===== src/hdl/ftpp_pkg.sv =====
// Shared types and constants for the file transfer packet parser.
// No dependencies; every file of the block but ftpp_fifo imports this package.
package ftpp_pkg;

  // Packet type codes, first byte of each packet
  localparam logic [7:0] TYPE_DATA  = 8'd1;
  localparam logic [7:0] TYPE_START = 8'd2;
  localparam logic [7:0] TYPE_END   = 8'd3;

  localparam int unsigned POS_W  = 17;
  localparam logic [POS_W-1:0] POS_MAX = {POS_W{1'b1}};
  localparam logic [7:0] SEQ_MOD = 8'd255;

  // First payload offset in a data packet (type, seq, len hi, len lo)
  localparam logic [POS_W-1:0] PAY_START = 17'd4;

  // Default depth of the command queue between front and back
  localparam int unsigned CMD_Q_DEPTH = 2;

  typedef enum logic [1:0] {
    KIND_NONE    = 2'd0,
    KIND_PAYLOAD = 2'd1,
    KIND_NAME    = 2'd2
  } kind_e_t;

  typedef enum logic [2:0] {
    ST_OPEN     = 3'd0,
    ST_START    = 3'd1,
    ST_DATA_OK  = 3'd2,
    ST_SEQ_BAD  = 3'd3,
    ST_END      = 3'd4,
    ST_BAD_TYPE = 3'd5
  } status_e_t;

  // What the back end does to the size accumulator
  typedef enum logic [1:0] {
    SZ_NONE  = 2'd0,
    SZ_CLEAR = 2'd1,
    SZ_SHIFT = 2'd2
  } size_op_e_t;

  // One classified word handed from front to back
  typedef struct packed {
    kind_e_t    kind;
    logic [7:0] data;
    status_e_t  status;
    size_op_e_t size_op;
    logic [7:0] exp_seq;
  } cmd_t;

endpackage


===== src/hdl/ftpp_fifo.sv =====
// Small register-based FIFO used as the command queue between front and back.
// Generic width and depth; no package dependency.
module ftpp_fifo #(
  parameter int unsigned WIDTH = 8,
  parameter int unsigned DEPTH = 2
) (
  input  logic             clk,
  input  logic             rst_n,
  input  logic             wr_en,
  input  logic [WIDTH-1:0] wr_data,
  output logic             full,
  input  logic             rd_en,
  output logic [WIDTH-1:0] rd_data,
  output logic             empty
);

  localparam int unsigned PTR_W = (DEPTH > 1) ? $clog2(DEPTH) : 1;
  localparam int unsigned CNT_W = $clog2(DEPTH + 1);
  localparam logic [PTR_W-1:0] PTR_LAST = PTR_W'(DEPTH - 1);
  localparam logic [CNT_W-1:0] CNT_FULL = CNT_W'(DEPTH);

  logic [WIDTH-1:0] mem_r [DEPTH];
  logic [PTR_W-1:0] wr_ptr_r, wr_ptr_nxt;
  logic [PTR_W-1:0] rd_ptr_r, rd_ptr_nxt;
  logic [CNT_W-1:0] cnt_r, cnt_nxt;
  logic             do_wr, do_rd;

  assign full    = (cnt_r == CNT_FULL);
  assign empty   = (cnt_r == '0);
  assign do_wr   = wr_en && !full;
  assign do_rd   = rd_en && !empty;
  assign rd_data = mem_r[rd_ptr_r];

  always_comb begin
    wr_ptr_nxt = wr_ptr_r;
    rd_ptr_nxt = rd_ptr_r;
    cnt_nxt    = cnt_r;
    if (do_wr) begin
      wr_ptr_nxt = (wr_ptr_r == PTR_LAST) ? '0 : wr_ptr_r + 1'b1;
    end
    if (do_rd) begin
      rd_ptr_nxt = (rd_ptr_r == PTR_LAST) ? '0 : rd_ptr_r + 1'b1;
    end
    if (do_wr && !do_rd) begin
      cnt_nxt = cnt_r + 1'b1;
    end else if (do_rd && !do_wr) begin
      cnt_nxt = cnt_r - 1'b1;
    end
  end

  always_ff @(posedge clk) begin
    if (!rst_n) begin
      wr_ptr_r <= '0;
      rd_ptr_r <= '0;
      cnt_r    <= '0;
    end else begin
      wr_ptr_r <= wr_ptr_nxt;
      rd_ptr_r <= rd_ptr_nxt;
      cnt_r    <= cnt_nxt;
    end
  end

  always_ff @(posedge clk) begin
    if (do_wr) begin
      mem_r[wr_ptr_r] <= wr_data;
    end
  end

endmodule


===== src/hdl/ftpp_front.sv =====
// Front end: tracks packet position and fields, classifies each input word.
// Depends on ftpp_pkg; feeds cmd_t words into the command queue.
module ftpp_front (
  input  logic          clk,
  input  logic          rst_n,
  input  logic          accept,
  input  logic [7:0]    pkt_byte,
  input  logic          last_byte,
  output ftpp_pkg::cmd_t cmd
);
  import ftpp_pkg::*;

  logic [POS_W-1:0] pos_r, pos_nxt;
  logic [7:0]       type_r, type_nxt;
  logic [7:0]       seq_r, seq_nxt;
  logic             match_r, match_nxt;
  logic [15:0]      plen_r, plen_nxt;
  logic [7:0]       slen_r, slen_nxt;
  logic [7:0]       nlen_r, nlen_nxt;
  logic             fin_r, fin_nxt;

  logic [POS_W-1:0] pay_off;
  logic [9:0]       size_hi, nlen_pos, name_lo, name_hi;
  logic [7:0]       cur_type;

  // Data payload offset; control packet field bounds from the size and name length bytes
  assign pay_off  = pos_r - PAY_START;
  assign size_hi  = 10'(slen_r) + 10'd3;
  assign nlen_pos = 10'(slen_r) + 10'd4;
  assign name_lo  = 10'(slen_r) + 10'd5;
  assign name_hi  = name_lo + 10'(nlen_r);

  always_comb begin
    pos_nxt      = pos_r;
    type_nxt     = type_r;
    seq_nxt      = seq_r;
    match_nxt    = match_r;
    plen_nxt     = plen_r;
    slen_nxt     = slen_r;
    nlen_nxt     = nlen_r;
    fin_nxt      = fin_r;
    cur_type     = type_r;
    cmd.kind     = KIND_NONE;
    cmd.data     = pkt_byte;
    cmd.status   = ST_OPEN;
    cmd.size_op  = SZ_NONE;

    if (accept && !fin_r) begin
      if (pos_r == '0) begin
        type_nxt  = pkt_byte;
        cur_type  = pkt_byte;
        match_nxt = 1'b0;
        plen_nxt  = '0;
        slen_nxt  = '0;
        nlen_nxt  = '0;
      end else if (type_r == TYPE_DATA) begin
        if (pos_r == 17'd1) begin
          match_nxt = (pkt_byte == seq_r);
        end else if (pos_r == 17'd2) begin
          plen_nxt = {pkt_byte, 8'h00};
        end else if (pos_r == 17'd3) begin
          plen_nxt = plen_r + {8'h00, pkt_byte};
        end else if (match_r && (pay_off < {1'b0, plen_r})) begin
          cmd.kind = KIND_PAYLOAD;
        end
      end else if (type_r == TYPE_START || type_r == TYPE_END) begin
        if (pos_r == 17'd2) begin
          slen_nxt    = pkt_byte;
          cmd.size_op = SZ_CLEAR;
        end else if (pos_r >= 17'd3 && pos_r < 17'(size_hi)) begin
          cmd.size_op = SZ_SHIFT;
        end else if (pos_r >= 17'd3 && pos_r == 17'(nlen_pos)) begin
          nlen_nxt = pkt_byte;
        end else if (pos_r >= 17'(name_lo) && pos_r < 17'(name_hi)) begin
          cmd.kind = KIND_NAME;
        end
      end

      if (last_byte) begin
        if (cur_type == TYPE_START) begin
          cmd.status = ST_START;
        end else if (cur_type == TYPE_DATA) begin
          if (match_nxt) begin
            cmd.status = ST_DATA_OK;
            seq_nxt    = (seq_r >= SEQ_MOD - 8'd1) ? '0 : seq_r + 8'd1;
          end else begin
            cmd.status = ST_SEQ_BAD;
          end
        end else if (cur_type == TYPE_END) begin
          cmd.status = ST_END;
          fin_nxt    = 1'b1;
        end else begin
          cmd.status = ST_BAD_TYPE;
        end
        pos_nxt = '0;
      end else if (pos_r != POS_MAX) begin
        pos_nxt = pos_r + 1'b1;
      end
    end

    cmd.exp_seq = seq_nxt;
  end

  always_ff @(posedge clk) begin
    if (!rst_n) begin
      pos_r   <= '0;
      type_r  <= '0;
      seq_r   <= '0;
      match_r <= 1'b0;
      plen_r  <= '0;
      slen_r  <= '0;
      nlen_r  <= '0;
      fin_r   <= 1'b0;
    end else begin
      pos_r   <= pos_nxt;
      type_r  <= type_nxt;
      seq_r   <= seq_nxt;
      match_r <= match_nxt;
      plen_r  <= plen_nxt;
      slen_r  <= slen_nxt;
      nlen_r  <= nlen_nxt;
      fin_r   <= fin_nxt;
    end
  end

endmodule


===== src/hdl/ftpp_back.sv =====
// Back end: runs the file size accumulator and holds the result register.
// Depends on ftpp_pkg; drains cmd_t words from the command queue.
module ftpp_back (
  input  logic           clk,
  input  logic           rst_n,
  input  logic           q_empty,
  input  ftpp_pkg::cmd_t q_data,
  output logic           q_pop,
  input  logic           pop,
  output logic           empty,
  output logic [1:0]     byte_kind,
  output logic [7:0]     out_byte,
  output logic [2:0]     packet_status,
  output logic [31:0]    xfer_size,
  output logic [7:0]     expected_seq
);
  import ftpp_pkg::*;

  logic        valid_r, valid_nxt;
  logic [31:0] acc_r, acc_nxt;
  logic [1:0]  kind_r;
  logic [7:0]  byte_r;
  logic [2:0]  status_r;
  logic [7:0]  seq_r;
  logic        slot_free;

  assign slot_free = !valid_r || pop;
  assign q_pop     = !q_empty && slot_free;

  always_comb begin
    valid_nxt = valid_r;
    acc_nxt   = acc_r;
    if (q_pop) begin
      valid_nxt = 1'b1;
      unique case (q_data.size_op)
        SZ_NONE:  acc_nxt = acc_r;
        SZ_CLEAR: acc_nxt = '0;
        SZ_SHIFT: acc_nxt = {acc_r[23:0], q_data.data};
        default:  acc_nxt = acc_r;
      endcase
    end else if (pop) begin
      valid_nxt = 1'b0;
    end
  end

  always_ff @(posedge clk) begin
    if (!rst_n) begin
      valid_r <= 1'b0;
      acc_r   <= '0;
    end else begin
      valid_r <= valid_nxt;
      acc_r   <= acc_nxt;
    end
  end

  always_ff @(posedge clk) begin
    if (q_pop) begin
      kind_r   <= q_data.kind;
      byte_r   <= (q_data.kind == KIND_NONE) ? 8'h00 : q_data.data;
      status_r <= q_data.status;
      seq_r    <= q_data.exp_seq;
    end
  end

  // acc_r only moves when a new result loads, so it tracks the held result
  assign empty         = !valid_r;
  assign byte_kind     = kind_r;
  assign out_byte      = byte_r;
  assign packet_status = status_r;
  assign xfer_size     = acc_r;
  assign expected_seq  = seq_r;

endmodule


===== src/hdl/file_transfer_packet_parser.sv =====
// Top level of the file transfer packet parser: front, command queue, back.
// Depends on ftpp_pkg, ftpp_front, ftpp_fifo and ftpp_back.
//
//   channel   direction  handshake     payload
//   input     in         push / full   in_pkt_byte, in_last_byte
//   result    out        pop / empty   out_byte_kind, out_out_byte, out_packet_status,
//                                      out_xfer_size, out_expected_seq
//
// One word in, one result out; a new word is taken every cycle while full is low.
// Path from push to the result showing: front -> queue -> result reg.
// Reset is synchronous on rst_n low; it clears all parse state and empties both queues.
// A stalled pop backs up the command queue; full rises once it holds CMD_Q_DEPTH words.
// The accumulator lives in the back end, so out_xfer_size follows the result being shown.
module file_transfer_packet_parser #(
  parameter int unsigned CMD_Q_DEPTH = ftpp_pkg::CMD_Q_DEPTH
) (
  input  logic        clk,
  input  logic        rst_n,
  // input channel
  input  logic        push,
  output logic        full,
  input  logic [7:0]  in_pkt_byte,
  input  logic        in_last_byte,
  // result channel
  input  logic        pop,
  output logic        empty,
  output logic [1:0]  out_byte_kind,
  output logic [7:0]  out_out_byte,
  output logic [2:0]  out_packet_status,
  output logic [31:0] out_xfer_size,
  output logic [7:0]  out_expected_seq
);
  import ftpp_pkg::*;

  localparam int unsigned CMD_W = $bits(cmd_t);

  logic       in_acc;
  cmd_t       front_cmd;
  cmd_t       q_data;
  logic       q_empty;
  logic       q_pop;
  logic [CMD_W-1:0] q_rd_bits;

  // Word accepted when push is high and the queue has room
  assign in_acc = push && !full;

  // Front: position counter and field decode; writes one command per word
  ftpp_front u_front (
    .clk       (clk),
    .rst_n     (rst_n),
    .accept    (in_acc),
    .pkt_byte  (in_pkt_byte),
    .last_byte (in_last_byte),
    .cmd       (front_cmd)
  );

  // Command queue decouples the front from a stalled result port
  ftpp_fifo #(
    .WIDTH (CMD_W),
    .DEPTH (CMD_Q_DEPTH)
  ) u_cmd_q (
    .clk     (clk),
    .rst_n   (rst_n),
    .wr_en   (in_acc),
    .wr_data (front_cmd),
    .full    (full),
    .rd_en   (q_pop),
    .rd_data (q_rd_bits),
    .empty   (q_empty)
  );

  assign q_data = cmd_t'(q_rd_bits);

  // Back: size accumulator and result register
  ftpp_back u_back (
    .clk           (clk),
    .rst_n         (rst_n),
    .q_empty       (q_empty),
    .q_data        (q_data),
    .q_pop         (q_pop),
    .pop           (pop),
    .empty         (empty),
    .byte_kind     (out_byte_kind),
    .out_byte      (out_out_byte),
    .packet_status (out_packet_status),
    .xfer_size     (out_xfer_size),
    .expected_seq  (out_expected_seq)
  );

endmodule


===== config.mk =====
export PLATFORM = sky130hd
export DESIGN_NAME = file_transfer_packet_parser
export DESIGN_NICKNAME = d
export VERILOG_FILES = /design/src/hdl/ftpp_pkg.sv /design/src/hdl/ftpp_fifo.sv /design/src/hdl/ftpp_front.sv /design/src/hdl/ftpp_back.sv /design/src/hdl/file_transfer_packet_parser.sv
export SDC_FILE = /design/constraint.sdc
export NUM_CORES = 1
export LEC_CHECK = 0
export BUFFER_PORTS_ARGS = -buffer_cell sky130_fd_sc_hd__buf_2
export CORE_MARGIN = 1
export CORE_UTILIZATION = 50
export CTS_CLUSTER_DIAMETER = 30
export DETAILED_ROUTE_END_ITERATION = 7
export PLACE_DENSITY = 0.68
export SYNTH_ARGS = -nofsm -noshare
export SYNTH_HDL_FRONTEND = slang
export SYNTH_SLANG_ARGS = --single-unit

===== constraint.sdc =====
create_clock -name clk -period 4.7 [get_ports clk]
set_input_delay 0 -clock clk [delete_from_list [all_inputs] [get_ports clk]]
set_output_delay 0 -clock clk [all_outputs]
set_load 0.05 [all_outputs]

* Word-level counts from Yosys, hierarchy flattened *
Memory sizes are Yosys's and may differ from the RTL's. A register that Yosys moved wholly into a read port is not among the register bits.
Index checks and enable logic that the tools add are counted.
W data, S select, Z words.

cells by class
  add/sub/neg operators = 12
  $lt $le $gt $ge = 6
  eq/ne operators = 19
  multiplexer cells = 63
  bitwise operators = 2
  reduce and logical (&&, ||, !) cells = 37

operators with widths
  operator                 count
  $mux W8                  18
  $mux W16                 5
  $pmux W32 S2             1
  $mux W2                  18
  $eq A17 B2 Y1 const B    2
  $lt A17 B10 Y1           2
  $mux W17                 2
  $eq A8 B2 Y1 const B     4
  $add A8 B3 Y9 const B    2
  $add A17 B1 Y17 const B  1
  $eq A17 B1 Y1 const B    1
  $eq A17 B10 Y1           1
  $ge A17 B10 Y1           1
  $ge A17 B2 Y1 const B    1
  $logic_not A17 Y1        1
  $lt A17 B16 Y1           1
  $ne A17 B17 Y1 const B   1
  $sub A17 B3 Y17 const B  1
  $add A16 B8 Y16          1
  $eq A8 B1 Y1 const B     2
  $reduce_bool A2 Y1       8
  $mux W1                  15
  $logic_and A1 B1 Y1      11
  $add A10 B8 Y10          1
  other kinds (21)         38

storage, ports and cells
  bits in registers = 125
  RAM bits = 46
  input port bits = 13
  output and inout port bits = 55
  memories = 1

memory list
  name           words  width  read ports  clocked after memory_dff  write ports  line             source
  u_cmd_q.mem_r  2      23     1           1                         1            ftpp_fifo.sv:22  logic [WIDTH-1:0] mem_r [DEPTH];

* Logic depth before layout (Yosys ltp) *
  depth in word-level cells = 12
  gate-level depth with buffers = 16
  mapped depth without buffers = 15

* Hierarchy *
A second synthesis with hierarchy kept.

unflattened totals
  cells, all modules = 1070
  area, all modules = 10179.8 um^2

by module, submodules not included
  module                       times used  cells an instance  area each (um^2)  sequential area each (um^2)
  ftpp_front                   1           792                6170.9            1341.3
  ftpp_back                    1           181                2110.8            1291.2
  ftpp_fifo                    1           96                 1884.3            1481.4
  file_transfer_packet_parser  1           1                  13.8              0.0

* Worst setup path after synthesis *
OpenSTA, ideal clock, no wires.

  path kind = register to register
  start = register u_front.slen_r[1]
  end = memory u_cmd_q.mem_r[0][22] in the netlist's numbering, data pin
  data arrival time = 3.115 ns
  required time = 4.496 ns
  path slack = 1.381 ns
  cell stages (with the launch flop) = 14
  buffers on the path = 1
  clock period less this slack = 3.319 ns
  path through = dfxtp_1 -> clkbuf_1 -> inv_1 -> ha_1 -> fa_1 -> a21o_1 -> a21oi_1 -> xnor2_1 -> ha_1 -> a21o_1 -> a211o_1 -> o221ai_1 -> a21oi_1 -> nor4b_1

RTL lines
  what                    line               source
  start, declared         ftpp_front.sv:18   logic [7:0] slen_r, slen_nxt;
  start signal, assigned  ftpp_front.sv:120  slen_r <= slen_nxt;
  end, declared           ftpp_fifo.sv:22

==> summary.txt <==
Floorplanning
  – Core area: 0.0190 mm²
  – DIE AREA: 0.0203 mm²
  – IO Pins: about 70
  – Die X: 142 µm
  – FP Rows: 50
  – Die height: 142 µm
  – Initial Util: 51.8%

Worst setup path
  – Startpoint Class: flop
  – R2R Setup Slk: 990 ps
  – Crit path from: u_front.pos_r[4]
  – CP required: a little under 5000 ps
  – Crit path top cell by count: nor2_1
  – Worst path slowest cell: nor4b_2
  – Arrival @ worst endpoint: just under 4000 ps
  – R2R Path Start: u_front.pos_r[4]
  – Crit-path max cell delay: a little over 600 ps
  – CP top delay family: simple AND/OR/NAND/NOR gates
  – Crit Path Category: flop to flop
  – CP Capture Type: flop
  – CP Max Fanout: 12
  – Worst path cell trace: nor4_4, nor4b_2, nand2b_1, nor2_1, xor2_1, ha_1, a21o_1, a21oi_1, nor2_1, or4_1, a211oi_1
  – Worst path bufs/invs: 0

Clock network
  – CTS sink cnt: 172
  – Clk_lat worst skew: approximately 440 ps
  – Clk root buf: clkbuf_16
  – Post-CTS sizing: 0
  – H-tree Lvls: 4
  – CTS clock-pin slew for the worst setup and hold paths: 90 ps
  – CTS Buf Count: 17
  – Post-CTS setup buffers: 0
  – Clock buffer depth: 2
  – TritonCTS clock tree: done

Detailed routing
  – Pre-antenna DRT Iters: 5
  – Routed Antenna Nets: 0
  – DR vias: 8102
  – Post-Route WL: around 25000 µm
  – Routed length per instance: 17.9 µm
  – Drt via density: 5.85
  – DRC viols: 0
  – DRT iter0 DRCs: 616

Synth
  – Post-synth ARST share: 0%
  – Post-synth net total: 1155
  – Top-area cell type share of the netlist area: 21.3%
  – Syn Area/Cell: 9.23 µm²
  – Post-Synthesis Cells: 1067
  – Syn. warnings: 0
  – Leading post-synthesis cells by cell area: dfxtp_1 (21%), edfxtp_1 (20%), ha_1 (9.3%)
  – Register area share after synthesis: between 40% and 50%
  – Post-synth top area cell: dfxtp_1
  – Ys flop type: dfxtp_1
  – Post-synth EDFFs: 67
  – Synth cell types: 77
  – Mapped cell area: approximately 0.0099 mm²
  – Synthesis-stage register bit count: 172

Pwr
  – Comb power frac: between 20% and 30%
  – Sw frac: 38.8%
  – Reg power frac: 39.9%
  – Total power: 4.76 mW
  – Worst ir drop on vdd: 0.000244 V
  – LEAKAGE: roughly 4.3 nW
  – P_sw: 1.84 mW
  – Pwr/cell area: 430 mW/mm²
  – Clock network power share: ~30%
  – Pint: approximately 2.9 mW

Cells and area
  – P&R area growth vs syn: 12.2%
  – Nets@finish: 1201
  – Share of cells above drive strength 1: 13.3%
  – Area occupied by registers: 0.00411 mm²
  – Area of the multi-input gates: ~0.0053 mm²
  – Inserted Diodes: 0
  – Filler cells: 1704
  – Final core utilization: between 50% and 60%
  – Finished Cell Area: 0.0111 mm²

STA
  – Final period utilization: about 80%
  – RSZ-0062 raised after global routing: no
  – Final hold viol count: 0
  – Fmax: between 0.2 and 0.3 GHz
  – Min cycle time layout: roughly 3700 ps
  – Setup TNS: 0 ps
  – Worst clock skew: 16.1 ps
  – Rel. slew slack: 22.6%
  – Fin. max-slew vios: 0
  – Endpoints failing setup: 0
  – Worst-Margin Slew: 1160 ps

Global route
  – Initial antenna violation count: 0
  – Vias in the first global route: 7704
  – First-pass GRT wire length: approximately 40000 µm
  – Largest net degree at the start of global routing: 50
  – All-Layer GR Usage: 25.6%
  – GRT overflow: 0

Placed design
  – Post-DP Area: 0.0103 mm²
  – Routability-driven placement congestion ratio: 0.907
  – I/O Buffers: 67
  – Detail Placement HPWL: 18000 µm

Min path
  – Hold Startpoint: in_pkt_byte[1]
  – Worst hold path type: primary input to flop

Job
  – # Max-Cap Violations: 0

Outcome
  – Status: completed
## timing repair
item                       4_1_cts  5_1_grt
hold endpoints to repair        32        0
setup endpoints to repair        0        0
hold buffers                    10        0
## cell usage after synthesis, drive strengths merged, types with 5 or more instances
master  count
or3        10
o21ai      28
a22oi       7
ha         73
buf        17
xor2       39
a31oi       8
nor2       74
o211ai      5
nand2     113
or4         9
nor2b      15
mux2       22
o31ai       8
edfxtp     67
nor3       27
a21oi     104
and3       12
dfxtp     105
inv        46
nand3      75
nor4       11
nand2b      9
xnor2      33
a21bo       8
nand4      19
clkbuf     39
o21a        6
a211oi     10
a21o       13
## area by class of cell
type / count / area share, %
multi-input combinational: 793 / 48.3
sequential: 172 / 37.2
inverter: 46 / 1.56
tap: 260 / 2.94
clock buffer: 17 / 3.85
clock inverter: 15 / 1.80
timing repair buffer: 83 / 4.35
## cells in the final DEF, fill, tap and decap left out, types with 12 or more instances in the layout
cell,instances
nor2_1,72
nor2b_1,15
ha_1,73
nand4_1,16
a21oi_1,103
xor2_1,39
nand3_1,75
edfxtp_1,67
clkbuf_16,17
dfxtp_1,105
buf_2,67
mux2_2,22
xnor2_1,33
o21ai_0,18
nand2_1,113
a21o_1,13
nor3_1,24
inv_1,45
and3_1,12
## stage by stage
step	setup slack, ps	hold slack, ps	instances
after global routing	705	6.27	1386
after CTS	1000	4.97	1386
after global placement	1160	372	1344
after detailed placement	1040	370	1344
after floorplan	1380	98.9	1067
final	993	23.9	1386
## cell families (layout without fill, tap and decap cells)
| group | count (synthesis) | after routing | share of synthesized area [%] |
|---|---|---|---|
| compound gates | 229 | 229 | 15.1 |
| mux | 25 | 25 | 2.82 |
| xor+xnor | 72 | 72 | 6.40 |
| simple gates | 392 | 392 | 20.2 |
| fa+ha+maj | 75 | 75 | 9.68 |
| flops | 172 | 172 | 41.8 |
| buf+inv | 102 | 161 | 4.10 |
## state kept, by name, summed over array words and instances (netlist names), 2 cells and up, named ones only
| register | cells |
|---|---|
| u_back.packet_status | 3 |
| u_back.xfer_size | 32 |
| u_front.pos_r | 17 |
| u_back.byte_kind | 2 |
| u_cmd_q.mem_r | 46 |
| u_cmd_q.cnt_r | 2 |
| u_front.type_r | 8 |
| u_back.expected_seq | 8 |
| u_front.plen_r | 16 |
| u_front.slen_r | 8 |
| u_back.out_byte | 8 |
| u_front.seq_r | 8 |
| u_front.nlen_r | 8 |
## path summary, 6_finish.rpt
kind                           to  cells past startpoint
min          u_cmd_q.mem_r[0][14]                      1
min reg2reg  u_back.xfer_size[25]                      2
max reg2reg  u_cmd_q.mem_r[0][21]                     11
max          u_cmd_q.mem_r[0][21]                     11
## power by group through the flow
stage                     logic (mW)  clock network (mW)  registers, mW
after floorplan                0.778                   0           2.20
after global placement          1.38                   0           1.93
after detailed placement        1.40                   0           1.93
after CTS                       1.41                1.47           1.90
after global routing            1.53                1.53           1.92
final                           1.41                1.45           1.90
## per-layer routing
| metal | vias to the layer above | share of wire (%) | global-route usage [%] |
|---|---|---|---|
| li1 | 3952 | - | - |
| met1 | 3861 | 47 | 34.6 |
| met2 | 239 | 46 | 40.8 |
| met3 | 50 | 4.3 | 4.34 |
| met4 | 0 | 2.6 | 9.79 |
| met5 | - | 0 | 0 |
Power figures use the tool's default switching activity.
